<file path="config.mk">
export PLATFORM = sky130hd
export DESIGN_NAME = ccs_ctrl
export DESIGN_NICKNAME = d
export VERILOG_FILES = /design/src/sv/ccs_pkg.sv /design/src/sv/ccs_ctrl.sv
export SDC_FILE = /design/constraint.sdc
export NUM_CORES = 1
export LEC_CHECK = 0
export BUFFER_PORTS_ARGS = -buffer_cell sky130_fd_sc_hd__buf_4
export CORE_AREA = 4 4 41 43
export DETAILED_ROUTE_END_ITERATION = 8
export DIE_AREA = 0 0 45 47
export GPL_TIMING_DRIVEN = 0
export PLACE_DENSITY_LB_ADDON = 0.2
export SLEW_MARGIN = 20
export SYNTH_ARGS = -nofsm -noshare
export SYNTH_HDL_FRONTEND = slang
export SYNTH_SLANG_ARGS = --single-unit
</file>
<file path="constraint.sdc">
create_clock -name clk -period 0.87 [get_ports clk]
set_input_delay 0.0435 -clock clk [delete_from_list [all_inputs] [get_ports clk]]
set_output_delay 0.0435 -clock clk [all_outputs]
set_load 0.01 [all_outputs]
</file>
<file path="src/sv/ccs_pkg.sv">
// Shared types, register indexes and constants of the closest-row scan block.
`timescale 1ns / 1ps

package ccs_pkg;

    // Coefficient and curve value width (signed fixed point)
    localparam int COEF_W = 64;

    // Configuration port
    localparam int CFG_IDX_W  = 2;
    localparam int CFG_DATA_W = 16;
    localparam int CFG_ROW_W  = 12;
    localparam int LIMIT_W    = 16;

    localparam logic [CFG_IDX_W-1:0] CFG_START_ROW = 2'd0;
    localparam logic [CFG_IDX_W-1:0] CFG_END_ROW   = 2'd1;
    localparam logic [CFG_IDX_W-1:0] CFG_LIMIT     = 2'd2;

    localparam logic [CFG_ROW_W-1:0] START_ROW_RST = 12'd800;
    localparam logic [CFG_ROW_W-1:0] END_ROW_RST   = 12'd600;
    localparam logic [LIMIT_W-1:0]   LIMIT_RST     = 16'd1000;

    // Three multiply/add pairs, then one difference stage
    localparam int HORNER_LAT = 6;
    localparam int PIPE_DEPTH = HORNER_LAT + 1;

    typedef enum logic [1:0] {
        ST_IDLE,
        ST_SCAN,
        ST_DRAIN
    } ccs_state_t;

    typedef struct packed {
        logic start;     // capture coefficients, clear best, load first row
        logic issue;     // push current row into the pipeline
        logic load_out;  // move best match into the output register
    } ccs_cmd_t;

    typedef struct packed {
        logic empty_scan;  // start row below end row
        logic at_last;     // row counter sits on the end row
        logic pipe_busy;   // some row still in flight
        logic out_free;    // output register can take a result this cycle
    } ccs_sts_t;

endpackage

</file>
<file path="src/sv/ccs_ctrl.sv">
// Controller: accepts an item, sequences the row scan, drains and hands off the result.
`timescale 1ns / 1ps

module ccs_ctrl (
    input  logic              clk,
    input  logic              rst_n,
    input  logic              in_valid,
    output logic              in_stall,
    input  ccs_pkg::ccs_sts_t sts,
    output ccs_pkg::ccs_cmd_t cmd
);

    ccs_pkg::ccs_state_t state_reg, state_next;

    always_comb
    begin
        state_next = state_reg;
        case (state_reg)
            ccs_pkg::ST_IDLE:
            begin
                if (in_valid)
                    state_next = sts.empty_scan ? ccs_pkg::ST_DRAIN : ccs_pkg::ST_SCAN;
            end
            ccs_pkg::ST_SCAN:
            begin
                if (sts.at_last)
                    state_next = ccs_pkg::ST_DRAIN;
            end
            ccs_pkg::ST_DRAIN:
            begin
                if (!sts.pipe_busy && sts.out_free)
                    state_next = ccs_pkg::ST_IDLE;
            end
            default:
                state_next = ccs_pkg::ST_IDLE;
        endcase
    end

    always_comb
    begin
        cmd      = '0;
        in_stall = 1'b1;
        case (state_reg)
            ccs_pkg::ST_IDLE:
            begin
                in_stall  = 1'b0;
                cmd.start = in_valid;
            end
            ccs_pkg::ST_SCAN:
                cmd.issue = 1'b1;
            ccs_pkg::ST_DRAIN:
                cmd.load_out = !sts.pipe_busy && sts.out_free;
            default:
                ;
        endcase
    end

    always_ff @(posedge clk or negedge rst_n)
    begin
        if (!rst_n)
            state_reg <= ccs_pkg::ST_IDLE;
        else
            state_reg <= state_next;
    end

    a_idle_pipe_empty: assert property (@(posedge clk) disable iff (!rst_n)
        (state_reg == ccs_pkg::ST_IDLE) |-> !sts.pipe_busy)
        else $error("rows still in flight while idle");

endmodule

</file>
==> impl_metrics.csv <==
group,metric,value,unit
run_status,status,"finished with violations",
run_status,violations,"negative setup slack",
die,start_util,0.1058,
synth,syn-mean-instance-area,9.175,um^2
cts,cts.sinks,2,
timing,fmax,888.0,MHz
die,placementRows,13,
timing,fin_crit,1.126,ns
cells_and_area,largest_reg_flops,2,
pwr,power.leakage,0.0001471,uW
synth,synthCells,15,
timing,fin_crit_sh,1.294,
timing,setup_ws,-0.2561,ns
grt,use_met2,0.07910,
grt,grt_util_met3,0.02299,
placed_design,port-buffer-count,10,
cells_and_area,fin_cells,48,
worst_hold_path,holdPathEnd,"state_reg[0]",
pwr,powerDensity,2710,mW/mm^2
cells_and_area,nNetsFinal,42,
synth,syn_nets,22,
grt,grt_pass1_wl,724,um
route,wire_per_inst,8.729,um
placed_design,dp.cells,40,
synth,yosys.area.top_type,"dfrtp_1",
cts,clk_pin_slew,0.03,ns
grt,grt_pass1_vias,176,
grt,gr-total-overflow,0,
cells_and_area,final_cell_mix,"12 x buf_4, 3 x clkbuf_4, 2 x nor2b_1, 2 x buf_6, 2 x dfrtp_2",
route,antenna_left,0,
worst_setup_path,rr_worst_depth,2,
cells_and_area,seqCellArea,52.55,um^2
synth,syn_area,137.6,um^2
worst_setup_path,path_buf_inv,1,
synth,netlist-cell-type-count,13,
timing,worst_pin_slew,0.1465,ns
timing,fin_skew,0.002635,ns
cts,clock_path_buffers,2,
worst_setup_path,crit_required,0.83,ns
worst_setup_path,arrival,1.08,ns
synth,synth_top_area_frac,0.3636,
worst_setup_path,path_delay_family,"flip-flops",
synth,synth_seq_cells,2,
timing,finalHoldViolCount,0,
timing,rsz0062_at_grt,"true",
cells_and_area,mostFrequentLayoutCell,"buf_4",
grt,grt_busiest_layer,"met4",
die,die_area,0.002115,mm^2
pwr,ir_worst_vdd,0.0007513,V
grt,grt_max_degree,8,
worst_setup_path,cp.depth,3,
cells_and_area,areaGrowthSynthToFinish,134.5,%
grt,antenna_found_initial,0,
cells_and_area,filler_cell_count,151,
cts,cts_tree,"done",
run,maxCapViolCount,0,
worst_hold_path,hold_path.startpoint,"sts[2]",
route,viasPerCell,3.521,
timing,setup_violations,6,
cts,clk_latency,0.22,ns
worst_setup_path,r2r-start,"state_reg[0]",
placed_design,post-place-ws,-0.1338,ns
die,die_h,47,um
grt,grtUsageMet1,0.04751,
die,io_pins,11,
route,drtPass1Iterations,1,
cells_and_area,multi_input_area,102.6,um^2
route,wirelength,419,um
cts,clockRootBuffer,"clkbuf_4",
worst_hold_path,holdPathStages,3,
synth,synth_area_leaders,"dfrtp_1 36%, nor2b_1 9.1%, nand4bb_1 8.2%, or3b_1 6.4%, nand3b_1 5.5%",
worst_setup_path,worst_path_largest_cell_delay,0.42,ns
placed_design,place.gp.congestion,0.6266,
worst_setup_path,path_cells,"or2_1 -> nor2_2 -> buf_4",
cells_and_area,antenna_cells,0,
timing,final.setup.tns,-1.105,ns
worst_setup_path,r2r_end,"state_reg[0]",
cts,numCtsBuffers,3,
die,die_x,45,um
synth,synth_warnings,0,
cts,htree_levels,1,
timing,max-slew-margin-rel,0.9019,
die,core,0.001301,mm^2
route,drt_first_iter_violations,0,
grt,track_usage,0.05521,
worst_setup_path,r2r_slack,-0.15,ns
worst_hold_path,holdCritPathClass,"in2reg",
cells_and_area,drive_above_1_share,0.6970,
worst_setup_path,endpoint_kind,"output pin",
route,vias,169,
worst_setup_path,critPathMaxFanout,7,
timing,maxSlewViolCount,0,
route,drcViolationCount,0,
worst_setup_path,cp-start-kind,"flop",
worst_setup_path,path_class,"reg2out",
worst_setup_path,cp_slowest_cell,"dfrtp_2",
synth,seq_area_frac_synth,0.3636,
how the worst max path moves through the flow:
stage	start	endpoint	slack (ns)
2_1_floorplan	state_reg[0]	state_reg[0]	-0.05
6_report	state_reg[0]	cmd[2]	-0.26
4_1_cts	state_reg[0]	cmd[0]	-0.28
3_5_place_dp	state_reg[0]	state_reg[0]	-0.13
5_1_grt	state_reg[0]	cmd[0]	-0.34
3_3_place_gp	state_reg[0]	state_reg[0]	-0.11
kinds of logic (layout without fill, tap and decap cells):
family | Yosys count | in the layout | synth area share
AO/OA/AOI/OAI | 2 | 2 | 0.09089
buffers and inverters | 1 | 19 | 0.02725
flip-flops | 2 | 2 | 0.3637
AND/OR/NAND/NOR | 10 | 10 | 0.5183
cell usage after synthesis:
| cell | n |
|---|---|
| a21oi_1 | 1 |
| dfrtp_1 | 2 |
| inv_1 | 1 |
| nand2b_1 | 1 |
| nand3b_1 | 1 |
| nand4bb_1 | 1 |
| nor2_1 | 1 |
| nor2b_1 | 2 |
| nor3b_1 | 1 |
| o211ai_1 | 1 |
| or2_1 | 1 |
| or2b_1 | 1 |
| or3b_1 | 1 |
cell type report:
type,count,share of cell area
Timing Repair Buffer,15,0.3798
Multi-Input combinational cell,12,0.3178
Sequential cell,2,0.1628
Clock buffer,3,0.06977
Tap cell,15,0.05814
Inverter,1,0.01163
worst min-delay path, stage by stage:
cell,delay (ns)
buf_4,0.08
or2b_1,0.10
a21oi_2,0.05
metal layers:
metal  up-vias  part of all wire  wire (um)
li1         89                 -          -
met1        77              0.35        147
met2         3              0.62        259
met3         0             0.026         11
met4         0                 0          0
met5         -                 0          0
stage by stage:
step	instance area, um^2	util	hold WS (ns)	power (uW)
final	322.8	0.2481	0.09489	874.8
after global routing	322.8	0.2481	0.1058	953.7
after CTS	310.3	0.2385	0.08313	844.0
after detailed placement	239.0	0.1837	-0.1718	462.7
after global placement	239.0	0.1837	-0.1741	460.2
after floorplan	145.1	-	-0.2521	321.3
what timing repair did:
item	in CTS	in global routing
gates cloned	0	0
hold buffers	1	0
buffers inserted	3	1
gates resized for setup	4	2
endpoints found under the hold margin	2	0
endpoints found under the setup margin	6	6
pin swaps	2	0
report_power, final:
part           internal [uW]  switching (uW)
Sequential               136            39.9
Combinational            323             176
Clock                    152            48.9
No activity file was read; power rests on OpenSTA's default activity.
